==> src/ssr_pkg.sv <==
`default_nettype none

package ssr_pkg;

  // Fixed field and register widths
  localparam int unsigned BYTE_W      = 8;
  localparam int unsigned WORD_W      = 64;
  localparam int unsigned LENREG_W    = 4;
  localparam int unsigned CFG_IDX_W   = 2;

  // Default sizes handed to the top level
  localparam int unsigned DEF_MAX_PATTERN     = 8;
  localparam int unsigned DEF_MAX_REPLACEMENT = 8;

  // Input queue between front and back
  localparam int unsigned QUEUE_DEPTH = 2;
  localparam int unsigned QPTR_W      = $clog2(QUEUE_DEPTH);

  // Configuration register indexes
  typedef enum logic [CFG_IDX_W-1:0] {
    CFG_PATTERN_BYTES  = 2'd0,
    CFG_PATTERN_LENGTH = 2'd1,
    CFG_REPL_BYTES     = 2'd2,
    CFG_REPL_LENGTH    = 2'd3
  } cfg_idx_e;

  // Back-end sequencer states
  typedef enum logic [1:0] {
    BK_IDLE,
    BK_SCAN,
    BK_REPL,
    BK_FLUSH
  } bk_state_e;

  // One classified input item
  typedef struct packed {
    logic              flush;
    logic [BYTE_W-1:0] data;
  } q_item_t;

  // Configuration as seen by the back end, lengths already clamped
  typedef struct packed {
    logic [WORD_W-1:0]   pattern;
    logic [LENREG_W-1:0] plen;
    logic [WORD_W-1:0]   repl;
    logic [LENREG_W-1:0] rlen;
  } cfg_t;

  // Byte i of a 64-bit word, byte 0 lowest
  function automatic logic [BYTE_W-1:0] byte_of(input logic [WORD_W-1:0] word,
                                                input logic [LENREG_W-1:0] i);
    return word[{i[2:0], 3'b000} +: BYTE_W];
  endfunction

endpackage

`default_nettype wire

==> src/ssr_cfg.sv <==
`default_nettype none

module ssr_cfg
  import ssr_pkg::*;
#(
  parameter int unsigned MAX_PATTERN     = DEF_MAX_PATTERN,
  parameter int unsigned MAX_REPLACEMENT = DEF_MAX_REPLACEMENT
) (
  input  wire logic                 clk_i,
  input  wire logic                 rst_ni,
  input  wire logic                 cfg_we_i,
  input  wire logic [CFG_IDX_W-1:0] cfg_idx_i,
  input  wire logic [WORD_W-1:0]    cfg_wdata_i,
  output cfg_t                      cfg_o
);

  logic [WORD_W-1:0]   pattern_q;
  logic [LENREG_W-1:0] plen_q;
  logic [WORD_W-1:0]   repl_q;
  logic [LENREG_W-1:0] rlen_q;

  // Register writes
  always_ff @(posedge clk_i or negedge rst_ni) begin
    if (!rst_ni) begin
      pattern_q <= '0;
      plen_q    <= '0;
      repl_q    <= '0;
      rlen_q    <= '0;
    end else if (cfg_we_i) begin
      case (cfg_idx_i)
        CFG_PATTERN_BYTES:  pattern_q <= cfg_wdata_i;
        CFG_PATTERN_LENGTH: plen_q    <= cfg_wdata_i[LENREG_W-1:0];
        CFG_REPL_BYTES:     repl_q    <= cfg_wdata_i;
        CFG_REPL_LENGTH:    rlen_q    <= cfg_wdata_i[LENREG_W-1:0];
        default: ;
      endcase
    end
  end

  // Oversized lengths count as the maximum
  always_comb begin
    cfg_o.pattern = pattern_q;
    cfg_o.repl    = repl_q;
    cfg_o.plen    = (plen_q > LENREG_W'(MAX_PATTERN)) ? LENREG_W'(MAX_PATTERN) : plen_q;
    cfg_o.rlen    = (rlen_q > LENREG_W'(MAX_REPLACEMENT)) ? LENREG_W'(MAX_REPLACEMENT)
                                                           : rlen_q;
  end

endmodule

`default_nettype wire

==> src/ssr_front.sv <==
`default_nettype none

module ssr_front
  import ssr_pkg::*;
(
  input  wire logic              clk_i,
  input  wire logic              rst_ni,
  input  wire logic              s_axis_tvalid_i,
  output logic                   s_axis_tready_o,
  input  wire logic [BYTE_W-1:0] s_axis_tdata_i,
  input  wire logic              s_axis_tuser_i,
  output q_item_t                q_item_o,
  output logic                   q_valid_o,
  input  wire logic              q_pop_i
);

  q_item_t           mem_q [QUEUE_DEPTH];
  logic [QPTR_W-1:0] wr_ptr_q, rd_ptr_q;
  logic [QPTR_W:0]   cnt_q, cnt_d;
  logic              push, pop;

  assign s_axis_tready_o = (cnt_q != (QPTR_W+1)'(QUEUE_DEPTH));
  assign push            = s_axis_tvalid_i && s_axis_tready_o;
  assign pop             = q_pop_i && q_valid_o;
  assign q_valid_o       = (cnt_q != '0);
  assign q_item_o        = mem_q[rd_ptr_q];

  always_comb begin
    cnt_d = cnt_q;
    if (push && !pop) begin
      cnt_d = cnt_q + 1'b1;
    end else if (pop && !push) begin
      cnt_d = cnt_q - 1'b1;
    end
  end

  // Queue control
  always_ff @(posedge clk_i or negedge rst_ni) begin
    if (!rst_ni) begin
      wr_ptr_q <= '0;
      rd_ptr_q <= '0;
      cnt_q    <= '0;
    end else begin
      cnt_q <= cnt_d;
      if (push) wr_ptr_q <= wr_ptr_q + 1'b1;
      if (pop)  rd_ptr_q <= rd_ptr_q + 1'b1;
    end
  end

  // Classify and store the item
  always_ff @(posedge clk_i) begin
    if (push) begin
      mem_q[wr_ptr_q].flush <= s_axis_tuser_i;
      mem_q[wr_ptr_q].data  <= s_axis_tdata_i;
    end
  end

endmodule

`default_nettype wire

==> src/ssr_back.sv <==
`default_nettype none

module ssr_back
  import ssr_pkg::*;
#(
  parameter int unsigned MAX_PATTERN     = DEF_MAX_PATTERN,
  parameter int unsigned MAX_REPLACEMENT = DEF_MAX_REPLACEMENT
) (
  input  wire logic               clk_i,
  input  wire logic               rst_ni,
  input  wire cfg_t               cfg_i,
  input  wire q_item_t            q_item_i,
  input  wire logic               q_valid_i,
  output logic                    q_pop_o,
  output logic                    m_axis_tvalid_o,
  input  wire logic               m_axis_tready_i,
  output logic [BYTE_W-1:0]       m_axis_tdata_o,
  output logic                    m_axis_tlast_o
);

  localparam int unsigned LEN_W  = $clog2(MAX_PATTERN + 1);
  localparam int unsigned IDX_W  = (MAX_PATTERN > 1) ? $clog2(MAX_PATTERN) : 1;
  localparam int unsigned RLEN_W = $clog2(MAX_REPLACEMENT + 1);

  bk_state_e         state_q, state_d;
  logic [LEN_W-1:0]  len_q, len_d;
  logic [BYTE_W-1:0] buf_q [MAX_PATTERN];
  logic [BYTE_W-1:0] buf_d [MAX_PATTERN];
  logic [RLEN_W-1:0] rep_q, rep_d;
  logic              out_valid_q, out_valid_d;
  logic [BYTE_W-1:0] out_byte_q, out_byte_d;
  logic              out_last_q, out_last_d;

  logic [LEN_W-1:0]  plen, rem;
  logic [RLEN_W-1:0] rlen;
  logic              p0, p1, out_free;
  logic              emit, emit_last, shift;
  logic [BYTE_W-1:0] emit_byte;

  assign plen     = cfg_i.plen[LEN_W-1:0];
  assign rlen     = cfg_i.rlen[RLEN_W-1:0];
  assign rem      = len_q - 1'b1;
  assign out_free = !out_valid_q || m_axis_tready_i;

  // Is the held window (whole, or less its first byte) a prefix of the pattern
  always_comb begin
    p0 = (len_q <= plen);
    for (int i = 0; i < MAX_PATTERN; i++) begin
      if (LEN_W'(i) < len_q &&
          buf_q[i] != cfg_i.pattern[i*BYTE_W +: BYTE_W]) p0 = 1'b0;
    end
    p1 = (rem <= plen);
    for (int i = 0; i < MAX_PATTERN - 1; i++) begin
      if (LEN_W'(i) < rem &&
          buf_q[i+1] != cfg_i.pattern[i*BYTE_W +: BYTE_W]) p1 = 1'b0;
    end
  end

  // Sequencer: append, rescan one byte a cycle while the output register is free, emit replacement or flush
  always_comb begin
    state_d   = state_q;
    len_d     = len_q;
    buf_d     = buf_q;
    rep_d     = rep_q;
    q_pop_o   = 1'b0;
    emit      = 1'b0;
    emit_last = 1'b0;
    emit_byte = buf_q[0];
    shift     = 1'b0;
    case (state_q)
      BK_IDLE: begin
        if (q_valid_i) begin
          q_pop_o = 1'b1;
          if (q_item_i.flush) begin
            if (len_q != '0) state_d = BK_FLUSH;
          end else begin
            buf_d[len_q[IDX_W-1:0]] = q_item_i.data;
            len_d   = len_q + 1'b1;
            state_d = BK_SCAN;
          end
        end
      end
      BK_SCAN: begin
        if (len_q == '0) begin
          state_d = BK_IDLE;
        end else if (p0) begin
          // partial match stays held, full match is replaced
          state_d = BK_IDLE;
          if (len_q == plen) begin
            len_d = '0;
            rep_d = '0;
            if (rlen != '0) state_d = BK_REPL;
          end
        end else if (out_free) begin
          emit      = 1'b1;
          shift     = 1'b1;
          emit_last = (len_q == LEN_W'(1)) || (p1 && (rem != plen || rlen == '0));
          len_d     = rem;
        end
      end
      BK_REPL: begin
        if (out_free) begin
          emit      = 1'b1;
          emit_byte = byte_of(cfg_i.repl, LENREG_W'(rep_q));
          emit_last = (rep_q == rlen - 1'b1);
          rep_d     = rep_q + 1'b1;
          if (emit_last) state_d = BK_IDLE;
        end
      end
      BK_FLUSH: begin
        if (out_free) begin
          emit      = 1'b1;
          shift     = 1'b1;
          emit_last = (len_q == LEN_W'(1));
          len_d     = rem;
          if (emit_last) state_d = BK_IDLE;
        end
      end
      default: state_d = BK_IDLE;
    endcase
    if (shift) begin
      for (int i = 0; i < MAX_PATTERN - 1; i++) buf_d[i] = buf_q[i+1];
    end
  end

  // Output register
  always_comb begin
    out_valid_d = out_valid_q;
    out_byte_d  = out_byte_q;
    out_last_d  = out_last_q;
    if (emit) begin
      out_valid_d = 1'b1;
      out_byte_d  = emit_byte;
      out_last_d  = emit_last;
    end else if (m_axis_tready_i) begin
      out_valid_d = 1'b0;
    end
  end

  always_ff @(posedge clk_i or negedge rst_ni) begin
    if (!rst_ni) begin
      state_q     <= BK_IDLE;
      len_q       <= '0;
      rep_q       <= '0;
      out_valid_q <= 1'b0;
    end else begin
      state_q     <= state_d;
      len_q       <= len_d;
      rep_q       <= rep_d;
      out_valid_q <= out_valid_d;
    end
  end

  always_ff @(posedge clk_i) begin
    buf_q      <= buf_d;
    out_byte_q <= out_byte_d;
    out_last_q <= out_last_d;
  end

  assign m_axis_tvalid_o = out_valid_q;
  assign m_axis_tdata_o  = out_byte_q;
  assign m_axis_tlast_o  = out_last_q;

endmodule

`default_nettype wire

==> src/stream_search_replace_core.sv <==
`default_nettype none

// Streaming search and replace. Text bytes enter on the slave stream (tuser
// high marks a flush item), rewritten bytes leave on the master stream with
// tlast on the last byte caused by each input item. Every leftmost,
// non-overlapping occurrence of the pattern is replaced; bytes that might
// still start a match are held until decided, and a flush releases them
// unchanged. A two-item input queue separates the front from the back-end
// sequencer, which handles one item at a time: a byte is taken from the
// queue and scanned, then the sequencer releases held bytes or emits the
// replacement bytes one by one; a flush releases each held byte. The rate
// is set by the back-end sequencer, one output byte per cycle through the
// output register while the master stream is not stalled.
module stream_search_replace_core
  import ssr_pkg::*;
#(
  parameter int unsigned MAX_PATTERN     = DEF_MAX_PATTERN,
  parameter int unsigned MAX_REPLACEMENT = DEF_MAX_REPLACEMENT
) (
  input  wire logic                 clk_i,
  input  wire logic                 rst_ni,
  input  wire logic                 cfg_we_i,
  input  wire logic [CFG_IDX_W-1:0] cfg_idx_i,
  input  wire logic [WORD_W-1:0]    cfg_wdata_i,
  input  wire logic                 s_axis_tvalid_i,
  output logic                      s_axis_tready_o,
  input  wire logic [BYTE_W-1:0]    s_axis_tdata_i,  // data_byte
  input  wire logic                 s_axis_tuser_i,  // flush
  output logic                      m_axis_tvalid_o,
  input  wire logic                 m_axis_tready_i,
  output logic [BYTE_W-1:0]         m_axis_tdata_o,  // out_byte
  output logic                      m_axis_tlast_o   // run_last
);

  cfg_t    cfg;
  q_item_t q_item;
  logic    q_valid, q_pop;

  ssr_cfg #(
    .MAX_PATTERN     (MAX_PATTERN),
    .MAX_REPLACEMENT (MAX_REPLACEMENT)
  ) u_cfg (
    .clk_i       (clk_i),
    .rst_ni      (rst_ni),
    .cfg_we_i    (cfg_we_i),
    .cfg_idx_i   (cfg_idx_i),
    .cfg_wdata_i (cfg_wdata_i),
    .cfg_o       (cfg)
  );

  ssr_front u_front (
    .clk_i           (clk_i),
    .rst_ni          (rst_ni),
    .s_axis_tvalid_i (s_axis_tvalid_i),
    .s_axis_tready_o (s_axis_tready_o),
    .s_axis_tdata_i  (s_axis_tdata_i),
    .s_axis_tuser_i  (s_axis_tuser_i),
    .q_item_o        (q_item),
    .q_valid_o       (q_valid),
    .q_pop_i         (q_pop)
  );

  ssr_back #(
    .MAX_PATTERN     (MAX_PATTERN),
    .MAX_REPLACEMENT (MAX_REPLACEMENT)
  ) u_back (
    .clk_i           (clk_i),
    .rst_ni          (rst_ni),
    .cfg_i           (cfg),
    .q_item_i        (q_item),
    .q_valid_i       (q_valid),
    .q_pop_o         (q_pop),
    .m_axis_tvalid_o (m_axis_tvalid_o),
    .m_axis_tready_i (m_axis_tready_i),
    .m_axis_tdata_o  (m_axis_tdata_o),
    .m_axis_tlast_o  (m_axis_tlast_o)
  );

endmodule

`default_nettype wire

==> config.mk <==
export PLATFORM = sky130hd
export DESIGN_NAME = stream_search_replace_core
export DESIGN_NICKNAME = d
export VERILOG_FILES = /design/src/ssr_pkg.sv /design/src/ssr_cfg.sv /design/src/ssr_front.sv /design/src/ssr_back.sv /design/src/stream_search_replace_core.sv
export SDC_FILE = /design/constraint.sdc
export NUM_CORES = 1
export LEC_CHECK = 0
export BUFFER_PORTS_ARGS = -buffer_cell sky130_fd_sc_hd__buf_2
export CORE_AREA = 10 10 197 199
export DETAILED_ROUTE_END_ITERATION = 10
export DIE_AREA = 0 0 207 209
export PLACE_DENSITY = 0.51
export SLEW_MARGIN = 5
export SYNTH_ARGS = -nofsm -noshare
export SYNTH_HDL_FRONTEND = slang
export SYNTH_HIERARCHICAL = 1
export SYNTH_SLANG_ARGS = --single-unit
==> constraint.sdc <==
create_clock -name clk_i -period 4.9 [get_ports clk_i]
set_input_delay 0.49 -clock clk_i [delete_from_list [all_inputs] [get_ports clk_i]]
set_output_delay 0.49 -clock clk_i [all_outputs]
set_load 0.05 [all_outputs]
# After elaboration in Yosys (flattened, before gate mapping)
# Memories as Yosys holds them, arrays and structs flattened.
# Cells that the tools add are included.
[word_totals] in_bits=80 ramBits=18 out_inout_bits=11 ff_bits=224 word_cells=211 mem_count=1
[op_classes] n_mux=68 bitwise=2 shift=1 add_sub_neg=8 order_cmp=21 eq_ne=39 reduce_logical=50
[mem_list] memory="u_front.mem_q" depth=2 width=9 read_ports=1 rd_clocked_by_memory_dff=0 wr=1 line="ssr_front.sv:17" rtl="q_item_t mem_q [QUEUE_DEPTH];"
[op_table] operator="$mux 64" count=3
[op_table] operator="$ne 8x8->1" count=15
[op_table] operator="$bwmux 64" count=1
[op_table] operator="$shiftx 64x7->8" count=1
[op_table] operator="$mux 56" count=1
[op_table] operator="$mux 4" count=11
[op_table] operator="$mux 1" count=29
[op_table] operator="$lt 3x4->1 const A" count=7
[op_table] operator="$mux 2" count=13
[op_table] operator="$demux 8 s3" count=1
[op_table] operator="$mux 8" count=3
[op_table] operator="$logic_and 1x1->1" count=21
[op_table] operator="$lt 1x4->1 const A" count=4
[op_table] operator="$lt 2x4->1 const A" count=4
[op_table] operator="$ne 2x1->1 const B" count=7
[op_table] operator="$pmux 4 s3" count=1
[op_table] operator="$reduce_bool 2->1" count=6
[op_table] operator="$reduce_and 5->1" count=2
[op_table] operator="$add 4x1->4 const B" count=2
[op_table] operator="$eq 2x2->1 const B" count=4
[op_table] operator="$eq 4x4->1" count=2
[op_table] operator="$gt 4x4->1 const B" count=2
[op_table] operator="$le 4x4->1" count=2
[op_table] operator="$logic_not 4->1" count=2
[op_table] operator="other kinds (28)" count=45

# Logic depth before layout (Yosys ltp)
# Gate-level depths: netlist of run 1.
[logic_depth] depth_word=16 depth_mapped=12 mapped_depth_nobuf=10

# Hierarchy
# The synthesis of run 1 kept the hierarchy.
[by_module_without_submodules] module="ssr_back" cells_per_inst=536 n_inst=1 area_per_inst_um2=6077.1 seq_area_each_um2=2467.4
[by_module_without_submodules] module="ssr_cfg" cells_per_inst=298 n_inst=1 area_per_inst_um2=5725.5 seq_area_each_um2=3403.3
[by_module_without_submodules] module="ssr_front" cells_per_inst=46 n_inst=1 area_per_inst_um2=860.8 seq_area_each_um2=640.6

# Worst setup path after synthesis of run 1
# No wires, ideal clock.
[synth_timing] path_type="reg2reg" start="register u_back.len_q[0]" end="register u_back/buf_q[32] (netlist name) (enable)" slack_ns=2.059 n_path_buf=2 required_time_ns=4.570 setup_time_ns=0.330 path_stages_with_launch=12 period_less_slack_ns=2.841 t_arrival_ns=2.511 cell_sequence="dfrtp_1 -> inv_1 -> ha_1 -> and4_1 -> clkbuf_1 -> nor2_1 -> o31a_1 -> a2111oi_2 -> a31o_2 -> a21oi_4 -> buf_6 -> or2_1"
[synth_between] elab_chain_len=15 elab_cells_between_ends=33 cone_classes="9 x order compare; 1 x eq/ne; 11 x mux; 12 x reduce/logical"
[synth_rtl] item="start: declaration" line="ssr_back.sv:26" rtl="logic [LEN_W-1:0] len_q, len_d;"
[synth_rtl] item="start signal: assignment" line="ssr_back.sv:148" rtl="len_q <= len_d;"
[synth_rtl] item="$lt 1x4->1" line="ssr_back.sv:49" rtl="if (LEN_W'(i) < len_q &&"
[synth_rtl] item="$logic_and 1x1->1" line="ssr_back.sv:49"
[synth_rtl] item="$mux 1 (8 in a row)" line="ssr_back.sv:49"
[synth_rtl] item="$mux 1" line="ssr_back.sv:86" rtl="end else if (p0) begin"
[synth_rtl] item="$mux 1 *" line="ssr_back.sv:84" rtl="if (len_q == '0) begin"
[synth_rtl] item="$pmux 1 s2 *" line="ssr_back.sv:70" rtl="case (state_q)"
[synth_rtl] item="$ne 2x1->1 (no source line) or $reduce_bool 2->1 (tied branches)"
[synth_rtl] item="$reduce_and 3->1 (no source line) *"
[synth_rtl] item="end signal: assignment" line="ssr_back.sv:155" rtl="buf_q <= buf_d;"
[synth_rtl] item="end: declaration" line="ssr_back.sv:27" rtl="logic [BYTE_W-1:0] buf_q [MAX_PATTERN];"
# Every way passes the cells marked *; elsewhere a longest branch is shown, timed or not.
# A chain may end at the register's enable or synchronous reset.

# Final worst setup path of run 1
[layout_timing] start="register u_back.len_q[0]" end="register u_back/buf_q[41] (netlist name) (enable)"
# Same word-level chain as after synthesis.

==> results.yml, run 1 <==
run_status:
  status: "finished, final reports clean"
floorplan:
  start_util: 0.361
  die_w_um: 207
  die_h_um: 209
  dieArea_mm2: 0.0433
  row_count: 69
  io_pins: 91
  fp.coreArea_mm2: 0.0351
detailed_routing:
  postRouteAntennaNets: 0
  routed_via_density: 5.06
  drc: 0
  wl_um: 33500
  drt_pass1_iterations: 5
  wl_per_cell_um: 23.1
  drt_iter0_drc: 415
  dr_total_vias: 7354
clock_network:
  cts_num_sinks: 242
  tritoncts: "built"
  root_buffer: "clkbuf_16"
  clk_pin_slew_ns: 0.06
  clock_path_buffers: 3
  numCtsBuffers: 27
  cts_resized: 0
  htreeDepth: 1
  worstSkewPairLatency_ns: 0.55
power:
  p_per_area_mw_per_mm2: 591
  p_int_uw: 5340
  p_leak_uw: 0.00605
  sequentialPowerShare: 0.422
  power_frac_clock: 0.242
  pwr-share-comb: 0.336
  irDropWorstVdd_v: 0.000291
  p_sw_uw: 3090
  switching_share: 0.367
  p_total_uw: 8430
logic_synthesis:
  yosysUniqueCellTypes: 62
  yosysTopAreaCell: "dfrtp_1"
  synth_common_cells: "dfrtp_1, mux2_4, xor2_1"
  synth.yosys.seq_area_share: 0.514
  yosysMostFrequentCell: "dfrtp_1"
  synth-edff-count: 91
  ys_seq_elements: 242
  synthesis.area_mm2: 0.0127
  synth.avg_cell_area_um2: 14.4
  synth-async-reset-ratio: 0.624
  synth_top_area_frac: 0.298
  syn_inst: 880
  synth.area.top_cells: "dfrtp_1, edfxtp_1, mux2_4"
  synth_nets: 977
  synth_flop_cell: "dfrtp_1"
  yosysWarningCount: 6
cells_and_area:
  area_delta_synth_final_pct: 12.7
  drive_above_1_share: 0.321
  stdcell_count: 1454
  nFillCells: 3330
  final_cell_area_mm2: 0.0143
  fin_nets: 1069
  antenna_cells: 0
hold_path:
  hold_class: "in2reg"
sta:
  slew_viol_final: 0
  fin_crit_sh: 0.720
  slew_headroom: 0.312
  grt_setup_unrepaired: "no"
  period_needed_ns: 3.53
  finClkSkew_ns: 0.0268
  finalHoldViolCount: 0
  setup_viol: 0
  tightest_slew_ns: 1.03
  max_freq_ghz: 0.284
  fin_setup_tns_ns: 0
critical_path:
  path_class: "reg2reg"
  crit_path_max_fanout: 37
  end_kind: "register"
  cp_slowest_cell: "a21oi_4"
  crit_path_start_kind: "register"
  crit_chain: "inv_1 -> ha_1 -> and4_1 -> nor2_1 -> o31a_1 -> a2111oi_2 -> a31o_2 -> a21oi_4 -> or2_1"
  required_ns: 5.10
  cp_slowest_stage_delay_ns: 0.73
  worstPathArrival_ns: 3.73
place:
  numPortBuffers: 90
  placed_cell_area_mm2: 0.0134
  detailed_place_hpwl_um: 25400
  post-place-cells: 1403
  place_congestion: 0.873
run:
  cap_violations: 0
global_routing:
  grt_pass1_vias: 7784
  grt_use_total: 0.152
  grt_first_pass_wirelength_um: 51200
  grt_max_degree: 74
  antenna_found_initial: 0
  grt.overflow.total: 0
## critical path: cells and delay by family (launching register included)
kind	cells	cell delay, ns
and+or+nand+nor	3	0.81
DFF	1	0.52
buffers and inverters	1	0.18
adders and majority gates	1	0.34
AOI/OAI and AO/OA	4	1.31
## cell usage in the layout, fill, tap and decap left out, types with 3 or more instances in the layout
cell type,Yosys,layout
a21boi_0,3,3
a21oi_1,13,13
a22o_1,58,58
a31oi_1,4,4
buf_2,2,89
buf_4,2,7
bufinv_16,0,3
clkbuf_1,7,6
clkbuf_16,0,27
clkbuf_8,0,3
clkinv_1,0,3
clkinv_2,0,4
clkinvlp_4,0,3
dfrtp_1,151,151
edfxtp_1,91,91
ha_1,17,17
inv_1,14,14
mux2_2,27,27
mux2_4,120,120
mux2i_1,9,9
mux4_2,16,16
nand2_1,32,32
nand2b_1,4,4
nand3_1,3,3
nand4_1,9,9
nor2_1,26,26
nor2b_1,10,10
nor3_1,8,8
nor4_1,27,27
o21a_1,3,3
o21ai_0,16,16
or2_1,4,4
or2_2,4,4
xnor2_1,15,15
xor2_1,119,119
## final timing paths
| path | start | depth (start not counted) | to | slack, ns |
|---|---|---|---|---|
| min reg2reg | u_cfg/rlen_q[0] | 1 | u_cfg/rlen_q[0] | 0.50 |
| max in group asynchronous | rst_ni | 3 | u_cfg/rlen_q[1] | 3.30 |
| min in group asynchronous | rst_ni | 2 | u_cfg/repl_q[6] | 0.54 |
| max | u_back/len_q[0] | 9 | u_back/buf_q[41] | 1.37 |
| min | s_axis_tdata_i[5] | 1 | u_front/mem_q[1][5] | 0.13 |
| max reg2reg | u_back/len_q[0] | 9 | u_back/buf_q[41] | 1.37 |
## power by group through the flow
stage          clock, uW  sequential, uW  combinational [uW]
6_report            2040            3560                2840
5_1_grt             2200            3630                3100
4_1_cts             2100            3570                2860
3_5_place_dp           0            3600                2840
3_3_place_gp           0            3600                2820
2_1_floorplan          0            3390                2150
## kinds of logic after synthesis
family,after synthesis,share of synthesized area
flip-flops,242,0.514
buffers and inverters,51,0.0378
XOR/XNOR,134,0.0927
multiplexers,172,0.202
adder cells (fa/ha/maj),17,0.0168
AO/OA/AOI/OAI,121,0.0746
AND/OR/NAND/NOR,143,0.0620
## routing by layer
layer  up-vias  wire [um]  GRT usage
met1      3682      15300      0.202
met5         -          0          0
li1       3457          -          -
met4         0        817     0.0383
met2       165      16100      0.253
met3        50       1300     0.0248
## layout make-up
type                            count  area (um2)  share of cell area
Multi-Input combinational cell    587        5680               0.398
Sequential cell                   242        6510               0.456
Inverter                           14        52.6             0.00368
Clock buffer                       36         739              0.0518
Timing Repair Buffer              100         559              0.0392
Clock inverter                     14         153              0.0107
Tap cell                          461         577              0.0404
## sequential cells by signal, summed over array words and instances (netlist names)
signal and count:
u_back/buf_q 64, u_back/len_q 4, u_back/m_axis_tdata_o 8, u_back/m_axis_tlast_o 1, u_back/m_axis_tvalid_o 1, u_back/rep_q 4
u_back/state_q 2, u_cfg/pattern_q 64, u_cfg/plen_q 4, u_cfg/repl_q 64, u_cfg/rlen_q 4, u_front/cnt_q 2
u_front/mem_q 18, u_front/rd_ptr_q 1, u_front/wr_ptr_q 1
## repair_timing
item	CTS	global route
hold buffers	1	0
hold endpoints to repair	1	0
endpoints found under the setup margin	0	0
setup buffers	0	0
## metrics by stage
step           setup slack, ns  utilization  hold slack (ns)
3_3_place_gp              1.51        0.381            0.479
6_report                  1.37        0.407            0.129
4_1_cts                   1.37        0.407           0.0999
3_5_place_dp              1.40        0.381            0.486
5_1_grt                   1.17        0.407            0.111
2_1_floorplan             2.06            -            0.194
Note: power is estimated with default switching activity, not from simulation.
==> run 2: changes to the inputs <==
PLACE_DENSITY = 0.53   (was 0.51)
clock period = 3 ns   (was 4.9 ns; I/O delays follow)
==> results.yml, run 2 (synthesis gave the netlist of run 1 again) <==
run_status:
  status: "finished, final reports clean"
clock_network:
  clock_path_buffers: 3
  clk_pin_slew_ns: 0.06
  numCtsBuffers: 28
  tritoncts: "built"
  cts_num_sinks: 242
  root_buffer: "clkbuf_16"
  post_cts_buffers: 0
  htreeDepth: 1
  worstSkewPairLatency_ns: 0.54
detailed_routing:
  dr_total_vias: 7785
  drc: 0
  routed_via_density: 5.06
  drt_iter0_drc: 560
  wl_per_cell_um: 22.1
  wl_um: 33900
  drt_pass1_iterations: 5
  postRouteAntennaNets: 0
sta:
  slew_headroom: 0.376
  slew_viol_final: 0
  finalHoldViolCount: 0
  hold_slack_ns: 0.0213
  postLayoutSetupSlackWorst_ns: 0.131
  finClkSkew_ns: 0.0178
  tightest_slew_ns: 0.935
  grt_setup_unrepaired: "no"
  setup_viol: 0
  max_freq_ghz: 0.349
  period_needed_ns: 2.87
  fin_crit_sh: 0.956
critical_path:
  cp_slowest_cell: "edfxtp_1"
  worstPathArrival_ns: 3.15
  path_class: "reg2reg"
  crit_path_start_kind: "register"
  crit_path_max_fanout: 11
  required_ns: 3.28
  crit_family: "compound AO/OA/AOI/OAI gates"
  path_buf_inv: 2
  crit_top_cell: "buf_4"
  end_kind: "register"
  cp_slowest_stage_delay_ns: 0.44
  crit_chain: "xor2_1 -> nor4_2 -> nand4_1 -> buf_4 -> a2111oi_4 -> a31o_4 -> a21oi_4 -> buf_4 -> a22o_1"
place:
  dp_slack_ns: -0.0827
  place_congestion: 0.843
  numPortBuffers: 90
  post-place-cells: 1465
  detailed_place_hpwl_um: 25800
floorplan:
  dieArea_mm2: 0.0433
  row_count: 69
  die_w_um: 207
  start_util: 0.361
  fp.coreArea_mm2: 0.0351
  io_pins: 91
  die_h_um: 209
global_routing:
  grt_use_total: 0.153
  grt_pass1_vias: 8214
  grt.overflow.total: 0
  grt_max_degree: 68
  grt_first_pass_wirelength_um: 51800
  antenna_found_initial: 0
cells_and_area:
  antenna_cells: 0
  top_regs: "u_back/buf_q: 64 flops, u_cfg/pattern_q: 64 flops, u_cfg/repl_q: 64 flops"
  area_delta_synth_final_pct: 18.8
  fin_nets: 1154
  mostFrequentLayoutCell: "dfrtp_1"
  final_cell_mix: "dfrtp_1, mux2_4, xor2_1"
  drive_above_1_share: 0.360
  stdcell_count: 1538
power:
  p_per_area_mw_per_mm2: 943
  irDropWorstVdd_v: 0.000484
  p_leak_uw: 0.00649
hold_path:
  hold_class: "in2reg"
run:
  cap_violations: 0
[run 2: final timing paths]
path,start,endpoint,slack (ns),depth (start not counted)
max,u_back/buf_q[41],u_back/buf_q[9],0.13,9
min,cfg_wdata_i[62],u_cfg/repl_q[62],0.02,2
max reg2reg,u_back/buf_q[41],u_back/buf_q[9],0.13,9
min reg2reg,u_front/wr_ptr_q,u_front/wr_ptr_q,0.49,1
max in group asynchronous,rst_ni,u_cfg/pattern_q[58],1.73,3
min in group asynchronous,rst_ni,u_cfg/pattern_q[7],0.33,2
[run 2: final cells by class]
cell class | instances | area (um2)
clock buffers | 43 | 840
flip-flops and latches | 242 | 6510
inverters | 14 | 52.6
well taps | 461 | 577
multi-input cells | 588 | 5740
clock inverters | 7 | 40.0
repair buffers | 183 | 1280
fillers | 3242 | 20000
[run 2: metrics by stage]
stage	TNS [ns]	cell area (um2)	power (uW)	utilization
finish	0	15000	14200	0.429
global route	0	15000	15000	0.429
CTS	0	15000	14200	0.428
detailed placement	-2.27	13900	10900	0.396
global placement	-1.28	13900	10900	0.396
floorplan	0	12700	9040	-
[run 2: worst reg2reg max path, cell delays in order (launching register included)]
cell and delay, ns:
edfxtp_1 0.44, xor2_1 0.18, nor4_2 0.42, nand4_1 0.17, buf_4 0.19, a2111oi_4 0.38, a31o_4 0.26, a21oi_4 0.13
buf_4 0.21, a22o_1 0.23
[run 2: timing repair]
item	CTS	global route
hold buffers	22	0
pin swaps	1	2
endpoints found under the setup margin	56	122
hold endpoints to repair	101	0
gates cloned	1	0
gates resized for setup	1	12
[run 2: metal layers]
metal | part of all wire | track usage
met1 | 0.46 | 0.205
met2 | 0.49 | 0.258
met3 | 0.037 | 0.0230
met4 | 0.017 | 0.0310
met5 | 0 | 0
[run 2: power breakdown]
| group | total, uW | leakage (uW) | switching (uW) | internal (uW) |
|---|---|---|---|---|
| combinational | 5390 | 0.00339 | 2890 | 2500 |
| sequential | 5570 | 0.00266 | 935 | 4630 |
| clock | 3230 | 0.000437 | 1320 | 1910 |
==> run 3: changes to the inputs <==
CAP_MARGIN = 20   (was not set)
PLACE_DENSITY = 0.51   (was 0.53)
clock period = 3.5 ns   (was 3 ns; I/O delays follow)
==> results.yml, run 3 (synthesis gave the netlist of run 1 again) <==
global_routing:
  antenna_found_initial: 0
  grt_max_degree: 94
  grt_first_pass_wirelength_um: 51600
  grt.overflow.total: 0
  grt_use_total: 0.153
  grt_pass1_vias: 8042
sta:
  slew_viol_final: 0
  hold_slack_ns: 0.0494
  fin_crit_sh: 0.914
  setup_viol: 0
  finClkSkew_ns: 0.0153
  grt_setup_unrepaired: "no"
  period_needed_ns: 3.20
  max_freq_ghz: 0.313
  postLayoutSetupSlackWorst_ns: 0.301
  tightest_slew_ns: 0.837
  slew_headroom: 0.442
  fin_setup_tns_ns: 0
  finalHoldViolCount: 0
clock_network:
  cts_resized: 0
  tritoncts: "built"
  numCtsBuffers: 28
  htreeDepth: 1
  clock_path_buffers: 3
  root_buffer: "clkbuf_16"
  clk_pin_slew_ns: 0.07
  cts_num_sinks: 242
  post_cts_buffers: 0
  cts_hold_buf: 10
  worstSkewPairLatency_ns: 0.55
critical_path:
  worstPathArrival_ns: 3.41
  path_buf_inv: 1
  path_class: "reg2reg"
  r2r_slack_ns: 0.30
  required_ns: 3.72
  crit_path_start_kind: "register"
  cp_slowest_cell: "a21oi_4"
  crit_path_max_fanout: 29
  crit_family: "compound AO/OA/AOI/OAI gates"
  crit_chain: "nor2b_1 -> inv_1 -> ha_1 -> and4_1 -> nor2_1 -> o31a_1 -> a2111oi_2 -> a31o_2 -> a21oi_4 -> or2_1"
  end_kind: "register"
  cp_slowest_stage_delay_ns: 0.60
detailed_routing:
  drt_iter0_drc: 483
  drt_pass1_iterations: 4
  routed_via_density: 5.08
  postRouteAntennaNets: 0
  drc: 0
  wl_um: 33700
  dr_total_vias: 7500
  wl_per_cell_um: 22.8
power:
  p_per_area_mw_per_mm2: 822
  p_leak_uw: 0.00617
  irDropWorstVdd_v: 0.000461
cells_and_area:
  stdcell_count: 1477
  antenna_cells: 0
  drive_above_1_share: 0.332
  area_delta_synth_final_pct: 14.3
  mostFrequentLayoutCell: "dfrtp_1"
  top_regs: "u_back/buf_q: 64 flops, u_cfg/pattern_q: 64 flops, u_cfg/repl_q: 64 flops"
  fin_nets: 1094
  final_cell_mix: "dfrtp_1, mux2_4, xor2_1"
floorplan:
  row_count: 69
  fp.coreArea_mm2: 0.0351
  dieArea_mm2: 0.0433
  die_w_um: 207
  die_h_um: 209
  start_util: 0.361
  io_pins: 91
place:
  numPortBuffers: 90
  dp_slack_ns: 0.276
  detailed_place_hpwl_um: 25600
  place_congestion: 0.847
  post-place-cells: 1418
run:
  cap_violations: 0
hold_path:
  hold_class: "in2reg"
run_status:
  status: "finished, final reports clean"
[run 3: cell types whose count changed in the layout (fill, tap and decap cells not counted), moves of 2 or more]
cell,previous run,this run
buf_4,65,22
dlygate4sd3_1,22,10
or2_4,8,2
buf_12,6,2
clkbuf_1,9,5
or2_1,0,4
clkbuf_8,4,2
inv_6,0,2
or2_2,2,4
[run 3: final timing paths]
check	start	end	depth (start not counted)
min in group asynchronous	rst_ni	u_cfg/repl_q[7]	2
max in group asynchronous	rst_ni	u_cfg/pattern_q[42]	3
worst max-delay path	u_cfg/plen_q[3]	u_back/buf_q[19]	10
worst max register to register	u_cfg/plen_q[3]	u_back/buf_q[19]	10
worst min register to register	u_front/wr_ptr_q	u_front/wr_ptr_q	1
worst min-delay path	cfg_wdata_i[23]	u_cfg/repl_q[23]	2
[run 3: where the power goes]
| group | leakage, uW | internal, uW | switching [uW] | total, uW |
|---|---|---|---|---|
| Sequential | 0.00266 | 3970 | 893 | 4870 |
| Combinational | 0.00307 | 1890 | 2310 | 4200 |
| Clock | 0.000440 | 1640 | 1190 | 2830 |
[run 3: cell type report]
| class | instances | area [um2] |
|---|---|---|
| fill | 3367 | 20600 |
| sequential | 242 | 6510 |
| multi-input combinational | 587 | 5680 |
| clock buffer | 36 | 772 |
| timing repair buffer | 124 | 762 |
| tap | 461 | 577 |
| clock inverter | 13 | 120 |
| inverter | 14 | 52.6 |
[run 3: per-stage QoR]
stage,power (uW),utilization,cell area [um2]
floorplan,7750,-,12700
global placement,9090,0.385,13500
detailed placement,9120,0.385,13500
CTS,12000,0.413,14500
global route,12600,0.413,14500
finish,11900,0.413,14500
[run 3: metal layers]
layer | vias up | wire length [um] | track usage
met1 | 3815 | 15600 | 0.204
met2 | 137 | 16300 | 0.254
met3 | 46 | 969 | 0.0207
met5 | - | 0 | 0
li1 | 3502 | - | -
met4 | 0 | 877 | 0.0438
